### src/design/r10rm_pkg.sv
// r10rm_pkg: shared types and constants for the raid10 near-2 read mapper
// no dependencies; used by r10rm_ctrl, r10rm_dp and the top level
package r10rm_pkg;

    localparam int DEF_MAX_MEMBERS  = 16;
    localparam int DEF_MAX_SEGMENTS = 64;

    localparam int SECTOR_SHIFT = 9;
    localparam int ADDR_W       = 48;
    localparam int SECT_ADDR_W  = ADDR_W - SECTOR_SHIFT;
    localparam int LEN_W        = 15;
    localparam int CS_W         = 16;
    localparam int CHUNK_W      = CS_W + SECTOR_SHIFT;
    localparam int MC_W         = 5;
    localparam int MASK_W       = 16;
    localparam int MEMBER_W     = 4;
    localparam int GRP_W        = 3;
    localparam int CNT_W        = 6;

    localparam logic [LEN_W-1:0] MAX_REQUEST = 15'd32256;

    // configuration register indexes
    localparam logic [1:0] REG_CHUNK_SECTORS = 2'd0;
    localparam logic [1:0] REG_MEMBER_COUNT  = 2'd1;
    localparam logic [1:0] REG_PRESENT_MASK  = 2'd2;

    // result status codes
    localparam logic [1:0] ST_OK        = 2'd0;
    localparam logic [1:0] ST_BAD_GEOM  = 2'd1;
    localparam logic [1:0] ST_NO_MIRROR = 2'd2;

    typedef struct packed {
        logic [ADDR_W-1:0] logical_offset;
        logic [LEN_W-1:0]  request_length;
    } t_in_item;

    typedef struct packed {
        logic [1:0]          status;
        logic [MEMBER_W-1:0] member_index;
        logic [ADDR_W-1:0]   member_offset;
        logic [LEN_W-1:0]    segment_length;
        logic [LEN_W-1:0]    buffer_offset;
        logic                last;
    } t_out_item;

    // controller to datapath
    typedef struct packed {
        logic       start;
        logic       div_step;
        logic       div_grp;
        logic       div2_load;
        logic       mul_load;
        logic       mul_step;
        logic [3:0] mul_bit;
        logic       emit;
        logic       emit_special;
    } t_cmd;

    // datapath to controller
    typedef struct packed {
        logic geom_bad;
        logic len_zero;
        logic out_free;
        logic emit_last;
    } t_stat;

endpackage

### src/design/r10rm_ctrl.sv
// r10rm_ctrl: sequencer for division, multiply and segment emission
// depends on r10rm_pkg
module r10rm_ctrl (
    input  logic              i_clk,
    input  logic              i_rst_n,
    input  logic              i_in_valid,
    output logic              o_in_stall,
    input  r10rm_pkg::t_stat  i_stat,
    output r10rm_pkg::t_cmd   o_cmd
);
    import r10rm_pkg::*;

    typedef enum logic [3:0] {
        S_IDLE, S_CHECK, S_SPECIAL, S_DIV1, S_LOAD2, S_DIV2, S_MLOAD, S_MUL, S_SEG
    } t_state;

    t_state           r_state, n_state;
    logic [CNT_W-1:0] r_cnt, n_cnt;

    assign o_in_stall = (r_state != S_IDLE);

    // next state and commands
    always_comb begin
        n_state = r_state;
        n_cnt   = r_cnt;
        o_cmd   = '0;
        o_cmd.mul_bit = r_cnt[3:0];
        case (r_state)
            S_IDLE: begin
                if (i_in_valid) begin
                    o_cmd.start = 1'b1;
                    n_state = S_CHECK;
                end
            end
            S_CHECK: begin
                if (i_stat.geom_bad || i_stat.len_zero) begin
                    n_state = S_SPECIAL;
                end else begin
                    n_state = S_DIV1;
                    n_cnt = CNT_W'(SECT_ADDR_W - 1);
                end
            end
            S_SPECIAL: begin
                if (i_stat.out_free) begin
                    o_cmd.emit_special = 1'b1;
                    n_state = S_IDLE;
                end
            end
            S_DIV1: begin
                o_cmd.div_step = 1'b1;
                n_cnt = r_cnt - 1'b1;
                if (r_cnt == '0) n_state = S_LOAD2;
            end
            S_LOAD2: begin
                o_cmd.div2_load = 1'b1;
                n_state = S_DIV2;
                n_cnt = CNT_W'(SECT_ADDR_W - 1);
            end
            S_DIV2: begin
                o_cmd.div_step = 1'b1;
                o_cmd.div_grp  = 1'b1;
                n_cnt = r_cnt - 1'b1;
                if (r_cnt == '0) n_state = S_MLOAD;
            end
            S_MLOAD: begin
                o_cmd.mul_load = 1'b1;
                n_state = S_MUL;
                n_cnt = CNT_W'(CS_W - 1);
            end
            S_MUL: begin
                o_cmd.mul_step = 1'b1;
                n_cnt = r_cnt - 1'b1;
                if (r_cnt == '0) n_state = S_SEG;
            end
            S_SEG: begin
                if (i_stat.out_free) begin
                    o_cmd.emit = 1'b1;
                    if (i_stat.emit_last) n_state = S_IDLE;
                end
            end
            default: n_state = S_IDLE;
        endcase
    end

    // state register
    always_ff @(posedge i_clk) begin
        if (!i_rst_n) begin
            r_state <= S_IDLE;
            r_cnt   <= '0;
        end else begin
            r_state <= n_state;
            r_cnt   <= n_cnt;
        end
    end

endmodule

### src/design/r10rm_dp.sv
// r10rm_dp: config registers, shared divider, shift-add multiplier, segment logic
// depends on r10rm_pkg
module r10rm_dp #(
    parameter int MAX_MEMBERS  = r10rm_pkg::DEF_MAX_MEMBERS,
    parameter int MAX_SEGMENTS = r10rm_pkg::DEF_MAX_SEGMENTS
) (
    input  logic                 i_clk,
    input  logic                 i_rst_n,
    input  logic                 i_cfg_valid,
    input  logic [1:0]           i_cfg_index,
    input  logic [15:0]          i_cfg_data,
    input  r10rm_pkg::t_in_item  i_in_data,
    output r10rm_pkg::t_out_item o_out_data,
    output logic                 o_out_valid,
    input  logic                 i_out_stall,
    input  r10rm_pkg::t_cmd      i_cmd,
    output r10rm_pkg::t_stat     o_stat
);
    import r10rm_pkg::*;

    localparam int SEG_W = $clog2(MAX_SEGMENTS + 1);

    logic [CS_W-1:0]        r_cs;
    logic [MC_W-1:0]        r_mc;
    logic [MASK_W-1:0]      r_mask;
    logic [SECTOR_SHIFT-1:0] r_lo_low;
    logic [LEN_W-1:0]       r_len;
    logic [LEN_W-1:0]       r_done;
    logic [SECT_ADDR_W-1:0] r_quo;
    logic [CS_W-1:0]        r_rem;
    logic [SECT_ADDR_W-1:0] r_row;
    logic [SECT_ADDR_W-1:0] r_acc;
    logic [CHUNK_W-1:0]     r_intra;
    logic [GRP_W-1:0]       r_g;
    logic [SEG_W-1:0]       r_seg;
    t_out_item              r_out;
    logic                   r_out_valid;

    logic [3:0]        groups;
    logic [CS_W-1:0]   divisor;
    logic [CS_W:0]     trial;
    logic              ge;
    logic [CHUNK_W-1:0] chunk, left;
    logic [LEN_W-1:0]  remain, take, done_n;
    logic [MEMBER_W-1:0] even, odd;
    logic              pair_ok, last_n;
    logic [ADDR_W-1:0] moff;
    logic [LEN_W-1:0]  sat_len;

    // configuration write, ready always high
    always_ff @(posedge i_clk) begin
        if (!i_rst_n) begin
            r_cs   <= CS_W'(128);
            r_mc   <= MC_W'(2);
            r_mask <= '1;
        end else if (i_cfg_valid) begin
            case (i_cfg_index)
                REG_CHUNK_SECTORS: r_cs   <= i_cfg_data;
                REG_MEMBER_COUNT:  r_mc   <= i_cfg_data[MC_W-1:0];
                REG_PRESENT_MASK:  r_mask <= i_cfg_data;
                default: ;
            endcase
        end
    end

    assign groups = r_mc[4:1];

    // geometry and length checks
    assign o_stat.geom_bad = (r_mc < MC_W'(2)) || r_mc[0] || (32'(r_mc) > MAX_MEMBERS)
                           || (r_mc > MC_W'(16)) || (r_cs == '0);
    assign o_stat.len_zero = (r_len == '0);
    assign o_stat.out_free = !r_out_valid || !i_out_stall;

    // restoring divider step, shared by both divisions
    assign divisor = i_cmd.div_grp ? CS_W'(groups) : r_cs;
    assign trial   = {r_rem, r_quo[SECT_ADDR_W-1]};
    assign ge      = (trial >= {1'b0, divisor});

    // segment arithmetic
    assign chunk   = {r_cs, {SECTOR_SHIFT{1'b0}}};
    assign left    = chunk - r_intra;
    assign remain  = r_len - r_done;
    assign take    = (CHUNK_W'(remain) < left) ? remain : left[LEN_W-1:0];
    assign done_n  = r_done + take;
    assign even    = {r_g, 1'b0};
    assign odd     = even + 1'b1;
    assign pair_ok = r_mask[even] || r_mask[odd];
    assign last_n  = (done_n >= r_len) || (32'(r_seg) + 1 >= MAX_SEGMENTS);
    assign moff    = {r_acc, {SECTOR_SHIFT{1'b0}}} + ADDR_W'(r_intra);
    assign o_stat.emit_last = !pair_ok || last_n;

    assign sat_len = (i_in_data.request_length > MAX_REQUEST) ? MAX_REQUEST
                                                              : i_in_data.request_length;

    // working registers
    always_ff @(posedge i_clk) begin
        if (i_cmd.start) begin
            r_quo    <= i_in_data.logical_offset[ADDR_W-1:SECTOR_SHIFT];
            r_lo_low <= i_in_data.logical_offset[SECTOR_SHIFT-1:0];
            r_len    <= sat_len;
            r_rem    <= '0;
            r_done   <= '0;
            r_seg    <= '0;
        end
        if (i_cmd.div_step) begin
            r_rem <= ge ? CS_W'(trial - {1'b0, divisor}) : trial[CS_W-1:0];
            r_quo <= {r_quo[SECT_ADDR_W-2:0], ge};
        end
        if (i_cmd.div2_load) begin
            r_intra <= {r_rem, r_lo_low};
            r_rem   <= '0;
        end
        if (i_cmd.mul_load) begin
            r_row <= r_quo;
            r_g   <= r_rem[GRP_W-1:0];
            r_acc <= '0;
        end
        if (i_cmd.mul_step) begin
            r_acc <= {r_acc[SECT_ADDR_W-2:0], 1'b0}
                   + (r_cs[i_cmd.mul_bit] ? r_row : '0);
        end
        if (i_cmd.emit) begin
            r_done  <= done_n;
            r_seg   <= r_seg + 1'b1;
            r_intra <= '0;
            if ({1'b0, r_g} == groups - 4'd1) begin
                r_g   <= '0;
                r_acc <= r_acc + SECT_ADDR_W'(r_cs);
            end else begin
                r_g <= r_g + 1'b1;
            end
        end
    end

    // output register
    always_ff @(posedge i_clk) begin
        if (!i_rst_n) begin
            r_out_valid <= 1'b0;
        end else if (i_cmd.emit || i_cmd.emit_special) begin
            r_out_valid <= 1'b1;
        end else if (!i_out_stall) begin
            r_out_valid <= 1'b0;
        end
    end

    always_ff @(posedge i_clk) begin
        if (i_cmd.emit_special) begin
            r_out <= {(o_stat.geom_bad ? ST_BAD_GEOM : ST_OK), MEMBER_W'(0), ADDR_W'(0),
                      LEN_W'(0), LEN_W'(0), 1'b1};
        end else if (i_cmd.emit) begin
            r_out.member_offset <= moff;
            r_out.buffer_offset <= r_done;
            if (pair_ok) begin
                r_out.status         <= ST_OK;
                r_out.member_index   <= r_mask[even] ? even : odd;
                r_out.segment_length <= take;
                r_out.last           <= last_n;
            end else begin
                r_out.status         <= ST_NO_MIRROR;
                r_out.member_index   <= even;
                r_out.segment_length <= '0;
                r_out.last           <= 1'b1;
            end
        end
    end

    assign o_out_data  = r_out;
    assign o_out_valid = r_out_valid;

endmodule

### src/design/raid10_near2_read_mapper_top.sv
// Splits a read request into chunk-bounded segments of a RAID10 near-2 layout.
// An item with valid geometry and nonzero length runs a 39-step restoring
// divide by chunk size, a 39-step divide by pair count on the same shared
// divider unit, a 16-step shift-add multiply for the row base, then one
// segment per cycle while the output is not stalled. One item is in work at
// a time; the input stalls from acceptance until its last result is loaded.
// raid10_near2_read_mapper_top: top level; depends on r10rm_pkg, r10rm_ctrl, r10rm_dp
module raid10_near2_read_mapper_top #(
    parameter int MAX_MEMBERS  = r10rm_pkg::DEF_MAX_MEMBERS,
    parameter int MAX_SEGMENTS = r10rm_pkg::DEF_MAX_SEGMENTS
) (
    input  logic                 i_clk,
    input  logic                 i_rst_n,
    input  logic                 i_cfg_valid,
    output logic                 o_cfg_ready,
    input  logic [1:0]           i_cfg_index,
    input  logic [15:0]          i_cfg_data,
    input  logic                 i_in_valid,
    output logic                 o_in_stall,
    input  r10rm_pkg::t_in_item  i_in_data,
    output logic                 o_out_valid,
    input  logic                 i_out_stall,
    output r10rm_pkg::t_out_item o_out_data
);
    import r10rm_pkg::*;

    t_cmd  cmd;
    t_stat stat;

    assign o_cfg_ready = 1'b1;

    // controller
    r10rm_ctrl u_ctrl (
        .i_clk      (i_clk),
        .i_rst_n    (i_rst_n),
        .i_in_valid (i_in_valid),
        .o_in_stall (o_in_stall),
        .i_stat     (stat),
        .o_cmd      (cmd)
    );

    // datapath
    r10rm_dp #(
        .MAX_MEMBERS  (MAX_MEMBERS),
        .MAX_SEGMENTS (MAX_SEGMENTS)
    ) u_dp (
        .i_clk       (i_clk),
        .i_rst_n     (i_rst_n),
        .i_cfg_valid (i_cfg_valid),
        .i_cfg_index (i_cfg_index),
        .i_cfg_data  (i_cfg_data),
        .i_in_data   (i_in_data),
        .o_out_data  (o_out_data),
        .o_out_valid (o_out_valid),
        .i_out_stall (i_out_stall),
        .i_cmd       (cmd),
        .o_stat      (stat)
    );

endmodule
### config.mk
export PLATFORM = sky130hd
export DESIGN_NAME = raid10_near2_read_mapper_top
export DESIGN_NICKNAME = d
export VERILOG_FILES = /design/src/design/r10rm_pkg.sv /design/src/design/r10rm_ctrl.sv /design/src/design/r10rm_dp.sv /design/src/design/raid10_near2_read_mapper_top.sv
export SDC_FILE = /design/constraint.sdc
export NUM_CORES = 1
export LEC_CHECK = 0
export BUFFER_PORTS_ARGS = -buffer_cell sky130_fd_sc_hd__buf_4
export CAP_MARGIN = 20
export CORE_ASPECT_RATIO = 0.7
export CORE_MARGIN = 4
export CORE_UTILIZATION = 45
export DETAILED_ROUTE_END_ITERATION = 8
export PLACE_DENSITY_LB_ADDON = 0.08
export SLEW_MARGIN = 20
export SYNTH_ARGS = -nofsm -noshare
export SYNTH_HDL_FRONTEND = slang
export SYNTH_SLANG_ARGS = --single-unit
### constraint.sdc
create_clock -name i_clk -period 13.05 [get_ports i_clk]
set_input_delay 3.2625 -clock i_clk [delete_from_list [all_inputs] [get_ports i_clk]]
set_output_delay 3.2625 -clock i_clk [all_outputs]
set_load 0.01 [all_outputs]
# Word-level counts from Yosys, hierarchy flattened
# Index checks and enable logic that the tools add are counted.
dict set report word_totals {
  input_bits 86
  wordCells 152
  out_inout_bits 88
  reg_bits 340
}
dict set report classes {
  n_mux 55
  n_reduce_logical 31
  order_cmp 11
  n_eq_ne 20
  n_addsub 13
}
# operator count
set op_table {}
lappend op_table {{39-bit 2-to-1 mux} 7}
lappend op_table {{85-bit 2-to-1 mux} 2}
lappend op_table {{16-bit 2-to-1 mux} 4}
lappend op_table {{15-bit 2-to-1 mux} 4}
lappend op_table {{48-bit by 25-bit adder with 48-bit output} 1}
lappend op_table {{39-bit by 16-bit adder with 39-bit output} 1}
lappend op_table {{39-bit adder} 1}
lappend op_table {{4-bit case mux with 9 select lines} 1}
lappend op_table {{32-bit by 7-bit greater-or-equal comparator with 1-bit output (second input constant)} 1}
lappend op_table {{4-bit 2-to-1 mux} 8}
lappend op_table {{15-bit by 25-bit less-than comparator with 1-bit output} 1}
lappend op_table {{25-bit subtractor} 1}
lappend op_table {{6-bit case mux with 4 select lines} 1}
lappend op_table {{1-bit 2-to-1 mux} 18}
lappend op_table {{17-bit by 16-bit greater-or-equal comparator with 1-bit output} 1}
lappend op_table {{4-bit by 3-bit == test with 1-bit output (second input constant)} 4}
lappend op_table {{16-bit logical NOT} 1}
lappend op_table {{16-bit subtractor} 1}
lappend op_table {{15-bit adder} 1}
lappend op_table {{15-bit greater-or-equal comparator} 1}
lappend op_table {{15-bit greater-than comparator (second input constant)} 1}
lappend op_table {{15-bit logical NOT} 1}
lappend op_table {{4-bit by 5-bit less-than comparator with 1-bit output (second input constant)} 3}
lappend op_table {{15-bit subtractor} 1}
lappend op_table {{other kinds (32)} 64}

# Logic depth before layout (Yosys ltp)
# Gate-level depths: netlist (run 1).
dict set report logic_depth {
  depth_word 10
  mapped_depth 41
  depth_no_buf 39
}

# Modules after synthesis
# A second synthesis (run 1) with hierarchy kept.
dict set report hier_totals {
  cells_unflattened 2302
  hier_area_um2 21333.0
}
# module seq_area_each_um2 cells_each n_inst area_each_um2
set by_module_without_submodules {}
lappend by_module_without_submodules {r10rm_dp 7897.6 2204 1 20527.2}
lappend by_module_without_submodules {r10rm_ctrl 200.2 96 1 794.5}
lappend by_module_without_submodules {raid10_near2_read_mapper_top 0.0 2 1 11.3}

# Worst setup path before layout (run 1)
# OpenSTA, ideal clock, no wires.
dict set report synth_path {
  path_kind {flip-flop to flip-flop}
  startpoint {reg u_dp.r_len[0]}
  endpoint {reg u_dp.r_out (netlist bit u_dp.o_out_data[0])}
  path_stages_with_launch 41
  path_slack_ns 5.237
  arrival_ns 7.683
  required_time_ns 12.920
  synth_period_minus_slack_ns 7.813
  cell_sequence {edfxtp_1 -> inv_1 -> ha_1 -> inv_1 -> fa_1 -> a211o_1 -> a2111oi_1 -> o31ai_1 -> o41a_1 -> a21o_1 -> a21oi_1 -> xnor2_1 -> inv_1 -> ha_1 -> nor2_1 -> a2111o_1 -> a221oi_1 -> o2111a_1 -> (+5 left out) -> mux2i_1 -> inv_1 -> ha_1 -> a21o_1 -> a21oi_1 -> o21bai_1 -> a31oi_1 -> o21ai_0 -> o41ai_1 -> o21a_1 -> xnor2_1 -> ha_1 -> nand4_1 -> nor2_1 -> a311oi_1 -> nand4_1 -> a21oi_1 -> a21oi_1}
}
dict set report synth_via {
  elab_chain_len 7
}
# item line_no
set synth_lines {}
lappend synth_lines {{start, declared} r10rm_dp.sv:27} ;# logic [LEN_W-1:0] r_len;
lappend synth_lines {{start signal, assigned} r10rm_dp.sv:100} ;# r_len <= sat_len;
lappend synth_lines {{15-bit subtractor *} r10rm_dp.sv:82} ;# assign remain = r_len - r_done;
lappend synth_lines {{15-bit by 25-bit less-than comparator with 1-bit output} r10rm_dp.sv:83} ;# assign take = (CHUNK_W'(remain) < left) ? remain : left[LEN_W-1:0];
lappend synth_lines {{15-bit 2-to-1 mux *} r10rm_dp.sv:83}
lappend synth_lines {{15-bit adder *} r10rm_dp.sv:84} ;# assign done_n = r_done + take;
lappend synth_lines {{named net u_dp.done_n[13]} r10rm_dp.sv:44} ;# logic [LEN_W-1:0] remain, take, done_n;
lappend synth_lines {{15-bit greater-or-equal comparator *} r10rm_dp.sv:88} ;# assign last_n = (done_n >= r_len) || (32'(r_seg) + 1 >= MAX_SEGMENTS);
lappend synth_lines {{1-bit logical OR *} r10rm_dp.sv:88}
lappend synth_lines {{1-bit 2-to-1 mux *} r10rm_dp.sv:153} ;# if (pair_ok) begin
lappend synth_lines {{end signal, assigned} r10rm_dp.sv:148} ;# r_out <= {(o_stat.geom_bad ? ST_BAD_GEOM : ST_OK), MEMBER_W'(0), ADDR_W'(0),
lappend synth_lines {{end, declared} r10rm_dp.sv:36} ;# t_out_item r_out;
# Mark *: on every way through the listed nets, which the timed path passes. The rest lies on a longest branch.
# A chain may end at the register's enable or synchronous reset.

# Worst setup path in the final report (run 1)
# Ends and elaborated chain as after synthesis.

==> flow_summary_export.csv, run 1 <==
group,metric,value,unit
yosys,synthesis.area,21050,sq um
setup_path,type_of_element_capturing_the_critical_path,"flip-flop",
cts,cts_resized,0,
timing,final.period_utilization,72.06,%
yosys,synth_flop_type,"dfxtp_1",
grt,grt.total_usage,24.42,%
setup_path,timing.critical_path.from,"u_dp.r_len[0]$_SDFFCE_PN0P_",
worst_hold_path,min-delay-start,"u_dp.r_quo[20]$_DFFE_PP_",
die,pin_count,174,
power_and_ir_drop,finalPower,4.199,mW
yosys,synth_cell_types,89,
timing,period_needed,9.404,ns
yosys,syn-instance-count,2409,
routing,dr.first_iter.drc_count,1544,
worst_hold_path,worst_hold_path_type,"reg -> reg",
outcome,run_status,"finished clean",
cts,cts_buffers,37,
setup_path,start_kind,"flip-flop",
power_and_ir_drop,power.density_cell_area,174.6,nW/um^2
cts,h-tree-depth,2,
timing,timing.fmax,106.3,MHz
grt,first_pass_grt_wire_length,98720,microns
yosys,synth_edf_count,129,
final_layout,layout.nets,2788,
power_and_ir_drop,ir_worst_vdd,0.1864,mV
grt,maximum_number_of_pins_on_one_net_before_global_route_repair,74,
setup_path,crit_required,13.44,ns
grt,overflow,0,
final_layout,syn_to_final_growth,14.26,%
power_and_ir_drop,power.switching_fraction,39.40,%
cts,cts_num_sinks,340,
yosys,synth.net_count,2664,
timing,final-max-slew-violation-count,0,
placed_design,detailedPlacementHpwl,47520,microns
grt,antenna_found_initial,0,
setup_path,worstPathArrival,9.79,ns
final_layout,antennaDiodeCount,0,
die,design.core.area,45630,sq um
grt,via_count_of_the_first_global_routing_pass,17500,
yosys,synth_top_area_share,20.07,%
power_and_ir_drop,power_frac_clock,24.8,%
yosys,synth-seq-area-share,38.48,%
routing,routed-via-count,18200,
power_and_ir_drop,comb_power_share,40.5,%
die,dieArea,50350,sq um
placed_design,numPortBuffers,172,
die,x_dimension_of_the_die,266.5,microns
timing,relative_slew_slack,32.60,%
setup_path,timing_worst_setup_path_type,"reg -> reg",
yosys,yosys.area.top_type,"dfxtp_1",
setup_path,r2r_start,"u_dp.r_len[0]$_SDFFCE_PN0P_",
die,initial_core_util,46.13,%
routing,wl_per_cell,19.96,microns
final_layout,final_common_cell,"nand2_1",
yosys,synthesized_area_per_cell,8.736,sq um
cts,clock-root-buffer,"clkbuf_16",
cts,clk_path_buf_depth,3,
final_layout,proportion_of_layout_cells_with_a_drive_suffix_above_1,11.71,%
yosys,synth.top_cells.by_area,"dfxtp_1 20%, edfxtp_1 18%, ha_1 9.7%, nand2_1 7.7%, a21oi_1 3.6%",
timing,finClkSkew,0.02732,ns
routing,detail_route.vias_per_cell,5.750,
yosys,ys_warn_count,0,
cts,cts_tree,"done",
timing,setup_tns,0,ns
run,maxCapViolations,0,
power_and_ir_drop,power.static_leakage,10.39,nW
routing,drt_drc_violations_left,0,
power_and_ir_drop,power.net_switching,1.654,mW
cts,skew_pair_late_insertion_delay,0.54,ns
timing,finalSetupViolations,0,
final_layout,most-common-layout-cells,"425 x nand2_1, 211 x dfxtp_1, 193 x buf_4",
setup_path,cp_slowest_cell,"a2111oi_1",
yosys,synth-async-reset-ratio,0,%
timing,rsz0062_at_grt,"false",
timing,worst_slew_pin_slew,1.011,ns
timing,finalHoldViolCount,0,
setup_path,critPathMaxStageDelay,0.59,ns
setup_path,worst-path-max-fanout,13,
cts,clk_pin_slew,0.07,ns
cts,ctsHoldBuffers,0,
die,placementRows,65,
die,die_height,188.9,microns
routing,drt_wl_total,63180,microns
cts,postCtsSetupBuffers,0,
yosys,ys_seq_elements,340,
power_and_ir_drop,internal_power,2.545,mW
placed_design,finalWeightedCongestion,0.9608,
routing,dr.pass1.iters,6,
routing,route.antenna.remaining_nets,0,
power_and_ir_drop,power.share.sequential,34.7,%
==> cell families (layout without fill, tap and decap cells) <==
group                    count (synthesis)  after routing  share of synthesized area, %
AO/OA/AOI/OAI                          618            618                         19.05
XOR/XNOR                               139            139                         5.785
adder cells (fa/ha/maj)                169            169                         10.26
buffers and inverters                  221            374                         4.120
flip-flops                             340            340                         38.48
multiplexers                            48             48                         2.883
other                                    1              1                       0.01782
AND/OR/NAND/NOR                        873            873                         19.40
==> final timing paths <==
| check | endpoint | cells past startpoint | slack (ns) |
|---|---|---|---|
| hold reg to reg | u_dp.r_row[20]$_DFFE_PP_ | 0 | 0.43 |
| hold / removal | u_dp.r_row[20]$_DFFE_PP_ | 0 | 0.43 |
| setup reg to reg | u_dp.o_out_data[0]$_SDFFE_PP1P_ | 38 | 3.65 |
| setup / recovery | u_dp.o_out_data[0]$_SDFFE_PP1P_ | 38 | 3.65 |
==> synthesized netlist by cell type (8+ instances only) <==
library cell  instances
o31a_1               10
or2_2                10
xnor2_1              75
and3_1               25
or3_1                12
a211oi_1             16
a21o_1               46
nand4_1              18
o21bai_1             16
xor2_1               64
nand2b_1             14
a221oi_1             16
o311ai_0              8
a21boi_0             21
dfxtp_1             211
edfxtp_1            129
mux4_2                9
nand3_1              68
nand2_1             429
o21ai_0             153
a31oi_1              22
o31ai_1              18
nor4_1               18
nor2b_1              32
a22o_1               25
ha_1                163
nor3b_1               9
a21oi_1             153
clkbuf_1             98
and2_1               68
nor2_1              104
nor3_1               36
o211ai_1             13
mux2i_1              33
inv_1               112
o21a_1               29
==> routing by layer <==
metal	routed length (microns)	vias to the layer above	share of wire [%]	GRT usage, %
met5	0	-	0	0
met2	26310	593	42	36.17
met1	31410	8655	50	37.33
met4	948	0	1.5	4.386
li1	-	8883	-	-
met3	4508	69	7.1	4.729
==> state kept, by name, summed over array words and instances (netlist names), 16 cells and up <==
signal,count
u_dp.r_rem,16
u_dp.r_cs,16
u_dp.r_mask,16
u_dp.r_row,39
u_dp.o_out_data,85
u_dp.r_intra,25
u_dp.r_quo,39
u_dp.r_acc,39
==> power by group through the flow <==
| stage | clock [mW] | combinational, mW | sequential [mW] |
|---|---|---|---|
| floorplan | 0 | 1.32 | 1.37 |
| global placement | 0 | 1.65 | 1.47 |
| detailed placement | 0 | 1.67 | 1.47 |
| CTS | 1.06 | 1.68 | 1.45 |
| global route | 1.11 | 1.91 | 1.47 |
| finish | 1.04 | 1.70 | 1.46 |
==> stage by stage <==
stage / setup WS, ns / std cells / cell area [sq um] / hold WS (ns) / utilization [%]
6_report: 3.646 / 3165 / 24050 / 0.4282 / 52.70
5_1_grt: 3.037 / 3165 / 24050 / 0.4505 / 52.70
4_1_cts: 3.873 / 3164 / 24020 / 0.4250 / 52.64
3_5_place_dp: 3.919 / 3096 / 22840 / 0.4321 / 50.06
3_3_place_gp: 4.277 / 3096 / 22840 / 0.4368 / 50.06
2_1_floorplan: 5.237 / 2409 / 21050 / 0.4262 / -
==> layout make-up <==
type / count / area [sq um]
fill: 4371 / 21580
multi-input combinational: 1848 / 12130
sequential: 340 / 8098
timing repair buffer: 194 / 1464
clock buffer: 50 / 1037
tap: 603 / 754.5
inverter: 112 / 420.4
clock inverter: 18 / 138.9
==> worst max-delay path: cells and delay by family, from the launching register on <==
family	cells	cell delay [ns]
AOI/OAI and AO/OA	20	5.40
xor gates and xnor gates	2	0.32
adders and majority gates	5	1.43
buffers and inverters	4	0.30
DFF	1	0.44
muxes	1	0.39
and+or+nand+nor	6	0.95
No activity file was read; power rests on OpenSTA's default activity.
==> run 2: changes to the inputs <==
==> constraint.sdc (replaced) <==
create_clock -name i_clk -period 9.4 [get_ports i_clk]
set_input_delay 2.35 -clock i_clk [delete_from_list [all_inputs] [get_ports i_clk]]
set_output_delay 2.35 -clock i_clk [all_outputs]
set_load 0.01 [all_outputs]
==> run 2 against run 1 <==
  * Clock power is 39% higher
  * Largest cell class unchanged
  * Worst hold slack better by 0.019 ns
  * Critical endpoint unchanged
  * Critical path depth is 1 lower
  * Cell count hardly changed
  * Largest power group unchanged
  * Via count hardly changed
  * Critical path type unchanged
  * Routed wire length is 1.1% higher
  * Sequential cell count stayed put
  * Combinational power is 39% higher
  * Design area hardly changed
  * Clock skew is 0.014 ns lower
==> flow_summary_export.csv, run 2 (synthesis results as in run 1) <==
group,metric,value,unit
cts,cts_tree,"done",
outcome,run_status,"finished clean",
cts,skew_pair_late_insertion_delay,0.54,ns
timing,period_needed,8.737,ns
timing,setup_tns,0,ns
final_layout,syn_to_final_growth,14.24,%
setup_path,critPathMaxStageDelay,0.52,ns
setup_path,start_kind,"flip-flop",
grt,antenna_found_initial,1,
final_layout,post_layout_nonfiller_instances,3163,
placed_design,numPortBuffers,172,
setup_path,worst-path-max-fanout,8,
cts,h-tree-depth,2,
cts,clock-root-buffer,"clkbuf_16",
power_and_ir_drop,ir_worst_vdd,0.2739,mV
placed_design,finalWeightedCongestion,0.9367,
cts,cts_resized,0,
setup_path,worstPathArrival,9.16,ns
die,die_height,188.9,microns
grt,first_pass_grt_wire_length,99090,microns
setup_path,type_of_element_capturing_the_critical_path,"flip-flop",
power_and_ir_drop,power.density_cell_area,243.2,nW/um^2
die,design.core.area,45630,sq um
routing,route.antenna.remaining_nets,0,
die,dieArea,50350,sq um
timing,worst_slew_pin_slew,1.134,ns
routing,routed-via-count,18200,
cts,cts_num_sinks,340,
worst_hold_path,min_delay_path_depth,0,
die,pin_count,174,
grt,via_count_of_the_first_global_routing_pass,17420,
final_layout,antennaDiodeCount,0,
final_layout,final_common_cell,"nand2_1",
placed_design,detailedPlacementHpwl,47860,microns
cts,ctsHoldBuffers,0,
cts,cts_buffers,37,
setup_path,crit_required,9.82,ns
worst_hold_path,worst_hold_path_type,"reg -> reg",
run,maxCapViolations,0,
setup_path,timing_worst_setup_path_type,"reg -> reg",
routing,dr.first_iter.drc_count,1645,
setup_path,worst_r2r_path_depth,37,
routing,drt_wl_total,63840,microns
final_layout,multi_input_comb_area,12150,sq um
grt,overflow,0,
timing,rsz0062_at_grt,"false",
die,initial_core_util,46.13,%
setup_path,cp_slowest_cell,"o31ai_1",
grt,grt.total_usage,24.60,%
timing,finalSetupViolations,0,
final_layout,area.sequential,8098,sq um
timing,finalHoldViolCount,0,
timing,timing.fmax,114.5,MHz
cts,clk_pin_slew,0.07,ns
grt,maximum_number_of_pins_on_one_net_before_global_route_repair,74,
final_layout,flip_flop_count_of_the_largest_register_after_layout,85,
final_layout,most-common-layout-cells,"426 x nand2_1, 211 x dfxtp_1, 192 x buf_4",
timing,finClkSkew,0.01295,ns
routing,wl_per_cell,20.18,microns
placed_design,placed_cells,3095,
die,x_dimension_of_the_die,266.5,microns
timing,relative_slew_slack,24.25,%
final_layout,proportion_of_layout_cells_with_a_drive_suffix_above_1,11.72,%
power_and_ir_drop,power.static_leakage,10.39,nW
cts,clk_path_buf_depth,3,
routing,detail_route.vias_per_cell,5.752,
timing,final.period_utilization,92.95,%
die,placementRows,65,
cts,postCtsSetupBuffers,0,
routing,dr.pass1.iters,5,
routing,drt_drc_violations_left,0,
final_layout,layout.nets,2786,
final_layout,filler_cell_count,4305,
timing,final-max-slew-violation-count,0,
run 2: cell types whose count changed in the layout (fill, tap and decap cells not counted), moves of 2 or more:
cell,previous run,this run
clkbuf_1,9,11
clkbuf_8,2,4
clkinv_2,6,8
clkinv_4,3,1
inv_4,2,0
run 2: worst max-delay path, delay by kind of cell, from the launching register on:
kind / cells / cell delay (ns)
AND/OR/NAND/NOR: 8 / 1.10
flip-flops: 1 / 0.44
buffers and inverters: 3 / 0.22
AO/OA/AOI/OAI: 17 / 4.50
XOR/XNOR: 2 / 0.33
adder cells (fa/ha/maj): 5 / 1.45
multiplexers: 2 / 0.58
run 2: final timing paths:
check                                                  from                               to  slack (ns)
worst min-delay path               u_dp.r_quo[13]$_DFFE_PP_         u_dp.r_row[13]$_DFFE_PP_        0.45
worst min register to register     u_dp.r_quo[13]$_DFFE_PP_         u_dp.r_row[13]$_DFFE_PP_        0.45
worst max-delay path            u_dp.r_len[0]$_SDFFCE_PN0P_  u_dp.o_out_data[0]$_SDFFE_PP1P_        0.66
worst max register to register  u_dp.r_len[0]$_SDFFCE_PN0P_  u_dp.o_out_data[0]$_SDFFE_PP1P_        0.66
run 2: power by group:
| group | leakage, nW | switching [mW] | total [mW] | internal [mW] |
|---|---|---|---|---|
| logic | 6.87 | 1.39 | 2.37 | 0.982 |
| registers | 2.93 | 0.279 | 2.02 | 1.74 |
| clock network | 0.583 | 0.626 | 1.45 | 0.827 |
run 2: per-stage QoR:
step           setup slack [ns]  hold slack (ns)  utilization (%)  power [mW]  cell area, sq um
6_report                 0.6626           0.4471            52.69       5.846             24040
5_1_grt                 0.07053           0.4560            52.69       6.236             24040
4_1_cts                  0.4511           0.4481            52.63       5.835             24010
3_5_place_dp             0.4934           0.4343            50.05       4.362             22840
3_3_place_gp             0.6950           0.4351            50.05       4.336             22830
2_1_floorplan             1.587           0.4262                -       3.729             21050
run 2: layer usage:
metal | track usage (%) | up-vias | share of wire, %
met5 | 0 | - | 0
met4 | 5.096 | 0 | 1.9
met1 | 37.36 | 8646 | 49
li1 | - | 8880 | -
met2 | 35.63 | 581 | 41
met3 | 5.768 | 88 | 8.1
run 2: cell type report:
class | instances | share of cell area, %
Timing Repair Buffer | 192 | 5.995
Sequential cell | 340 | 33.68
Multi-Input combinational cell | 1848 | 50.53
Inverter | 112 | 1.749
Clock buffer | 55 | 4.491
Clock inverter | 13 | 0.4111
Tap cell | 603 | 3.138
==> run 3: changes to the inputs <==
--- a/config.mk
+++ b/config.mk
@@ -15,4 +15,5 @@
 export SLEW_MARGIN = 20
 export SYNTH_ARGS = -nofsm -noshare
 export SYNTH_HDL_FRONTEND = slang
+export SYNTH_HIERARCHICAL = 1
 export SYNTH_SLANG_ARGS = --single-unit
==> run 3 against run 2 <==
  * Area after synthesis grew 1.4%
  * Sequential power shrank 9%
  * Count of clock-buffer cells in the layout shrank 6
  * Combinational power shrank 32%
  * Cell count shrank 3.0%
  * Clock skew grew 0.0076 ns
  * Design area grew 1.5%
  * Largest power group is now registers
  * Highest routed layer unchanged
==> flow_summary_export.csv, run 3 <==
group,metric,value,unit
die,pin_count,174,
timing,relative_slew_slack,28.27,%
cts,clk_pin_slew,0.07,ns
cts,cts_tree,"done",
timing,final.period_utilization,86.99,%
yosys,synth_edf_count,129,
outcome,run_status,"finished clean",
die,die_height,190.2,microns
grt,first_pass_grt_wire_length,96030,microns
final_layout,final_common_cell,"dfxtp_1",
yosys,synthesis.area,21330,sq um
routing,detail_route.vias_per_cell,5.727,
yosys,ys_warn_count,6,
yosys,synth.net_count,2559,
timing,setup_tns,0,ns
placed_design,detailedPlacementHpwl,46410,microns
setup_path,r2r_start,"u_dp/r_len[0]$_SDFFCE_PN0P_",
setup_path,worst_r2r_path_depth,39,
setup_path,worstPathArrival,8.61,ns
power_and_ir_drop,power.static_leakage,10.09,nW
grt,antenna_found_initial,1,
cts,cts_buffers,38,
final_layout,layout.nets,2685,
routing,routed-via-count,17580,
setup_path,critPathMaxStageDelay,0.44,ns
setup_path,worstReg2RegEnd,"u_ctrl/r_state[2]$_SDFFE_PN0P_",
cts,h-tree-depth,2,
power_and_ir_drop,ir_worst_vdd,0.1089,mV
yosys,synth_top_area_share,19.80,%
setup_path,crit_required,9.83,ns
timing,hold_slack,0.4445,ns
final_layout,filler_cell_count,4335,
final_layout,syn_to_final_growth,14.36,%
yosys,ys_seq_elements,340,
yosys,synth-async-reset-ratio,0,%
cts,clock-root-buffer,"clkbuf_16",
setup_path,timing.critical_path.from,"u_dp/r_len[0]$_SDFFCE_PN0P_",
worst_hold_path,holdPathEnd,"u_dp/r_row[8]$_DFFE_PP_",
worst_hold_path,min_delay_path_depth,0,
final_layout,antennaDiodeCount,0,
setup_path,type_of_element_capturing_the_critical_path,"flip-flop",
routing,dr.first_iter.drc_count,1561,
die,x_dimension_of_the_die,268.2,microns
cts,cts_resized,0,
yosys,post_synth_most_frequent_cells,"211 x dfxtp_1, 195 x nand2_1, 194 x nor2_1, 165 x ha_1, 129 x edfxtp_1",
setup_path,start_kind,"flip-flop",
yosys,synth_flop_type,"dfxtp_1",
die,dieArea,51010,sq um
yosys,synthesized_area_per_cell,9.267,sq um
timing,timing.fmax,122.3,MHz
worst_hold_path,worst_hold_path_type,"reg -> reg",
setup_path,worst-path-max-fanout,13,
setup_path,critical_path.n_buffers_inverters,4,
yosys,synth_most_common_cell,"dfxtp_1",
timing,finalHoldViolCount,0,
cts,ctsHoldBuffers,0,
setup_path,cp_slowest_cell,"edfxtp_1",
cts,postCtsSetupBuffers,0,
yosys,yosys.area.top_type,"dfxtp_1",
final_layout,flip_flop_count_of_the_largest_register_after_layout,85,
final_layout,most-common-layout-cells,"211 x dfxtp_1, 195 x nand2_1, 190 x buf_4, 190 x nor2_1, 165 x ha_1",
yosys,synth_cell_types,87,
die,design.core.area,46660,sq um
routing,drt_drc_violations_left,0,
grt,overflow,0,
setup_path,crit_family,"compound AO/OA/AOI/OAI gates",
placed_design,finalWeightedCongestion,0.8937,
routing,wl_per_cell,20.30,microns
timing,finClkSkew,0.02060,ns
power_and_ir_drop,power.density_cell_area,205.6,nW/um^2
timing,period_needed,8.177,ns
cts,clk_path_buf_depth,3,
cts,cts_num_sinks,340,
timing,final-max-slew-violation-count,0,
die,initial_core_util,45.72,%
routing,route.antenna.remaining_nets,0,
yosys,synth-seq-area-share,37.96,%
grt,grt.total_usage,23.75,%
timing,worst_slew_pin_slew,1.075,ns
placed_design,numPortBuffers,172,
grt,via_count_of_the_first_global_routing_pass,16740,
final_layout,proportion_of_layout_cells_with_a_drive_suffix_above_1,14.37,%
routing,dr.pass1.iters,6,
setup_path,timing_worst_setup_path_type,"reg -> reg",
setup_path,ff2ff_setup_slack,1.22,ns
worst_hold_path,min-delay-start,"u_dp/r_quo[8]$_DFFE_PP_",
cts,skew_pair_late_insertion_delay,0.54,ns
die,placementRows,66,
yosys,synth.top_cells.by_area,"dfxtp_1 20%, edfxtp_1 18%, ha_1 9.7%, mux2i_1 3.8%, xnor2_1 3.4%",
run,maxCapViolations,0,
timing,rsz0062_at_grt,"false",
routing,drt_wl_total,62300,microns
yosys,syn-instance-count,2302,
grt,maximum_number_of_pins_on_one_net_before_global_route_repair,75,
timing,finalSetupViolations,0,
==> run 3: cell types whose count changed after synthesis, sizes merged, moves of 14 or more <==
cell	before	now
clkbuf	99	73
nand2	429	195
a211oi	17	31
nand2b	14	42
nor2	104	194
nor3	36	51
mux2	5	41
mux2i	34	82
o21ai	157	117
a21oi	153	131
buf	10	31
==> run 3: cell type report <==
class | count | area, sq um | area share, %
multi-input cells | 1753 | 12420 | 50.91
flip-flops and latches | 340 | 8098 | 33.19
repair buffers | 190 | 1426 | 5.847
clock buffers | 49 | 1096 | 4.493
well taps | 612 | 765.7 | 3.139
inverters | 105 | 394.1 | 1.616
clock inverters | 20 | 196.4 | 0.8052
==> run 3: cell families after synthesis <==
| group | synth area share, % |
|---|---|
| AOI/OAI and AO/OA | 17.57 |
| and+or+nand+nor | 17.40 |
| DFF | 37.96 |
| buffers and inverters | 4.023 |
| adders and majority gates | 10.24 |
| muxes | 6.962 |
| xor gates and xnor gates | 5.830 |
| other | 0.01758 |
==> run 3: report_power, final <==
part | switching [mW] | internal (mW) | total (mW) | leakage, nW
sequential | 0.161 | 1.68 | 1.84 | 2.93
clock | 0.638 | 0.911 | 1.55 | 0.627
combinational | 0.938 | 0.687 | 1.62 | 6.53
==> run 3: worst max path at each step <==
stage | to | slack, ns | cells past startpoint
2_1_floorplan | u_ctrl/r_state[2]$_SDFFE_PN0P_ | 2.49 | 41
3_3_place_gp | u_ctrl/r_state[2]$_SDFFE_PN0P_ | 1.67 | 39
3_5_place_dp | u_ctrl/r_state[2]$_SDFFE_PN0P_ | 1.38 | 39
4_1_cts | u_ctrl/r_state[2]$_SDFFE_PN0P_ | 1.35 | 39
5_1_grt | u_ctrl/r_state[2]$_SDFFE_PN0P_ | 0.61 | 37
6_report | u_ctrl/r_state[2]$_SDFFE_PN0P_ | 1.22 | 39
==> run 3: stage by stage <==
| stage | setup slack, ns | total power, mW | utilization [%] | instances | area [sq um] |
|---|---|---|---|---|---|
| 2_1_floorplan | 2.490 | 3.018 | - | 2302 | 21330 |
| 3_3_place_gp | 1.672 | 3.437 | 49.49 | 2999 | 23090 |
| 3_5_place_dp | 1.384 | 3.471 | 49.50 | 2999 | 23090 |
| 4_1_cts | 1.348 | 5.047 | 52.27 | 3068 | 24390 |
| 5_1_grt | 0.6056 | 5.329 | 52.29 | 3069 | 24400 |
| 6_report | 1.223 | 5.016 | 52.29 | 3069 | 24400 |
==> run 3: per-layer routing <==
layer / vias up / wire length (microns) / GRT usage [%]
met3: 72 / 3908 / 4.434
li1: 8611 / - / -
met1: 8444 / 31430 / 36.57
met2: 448 / 25820 / 34.68
met5: - / 0 / 0
met4: 0 / 1137 / 4.706
==> run 3: worst register-to-register path, delay by kind of cell, from the launching register on <==
family / cells / cell delay, ns
buffers and inverters: 4 / 0.27
XOR/XNOR: 3 / 0.41
flip-flops: 1 / 0.44
adder cells (fa/ha/maj): 6 / 1.79
AO/OA/AOI/OAI: 18 / 3.71
multiplexers: 1 / 0.17
AND/OR/NAND/NOR: 7 / 1.30
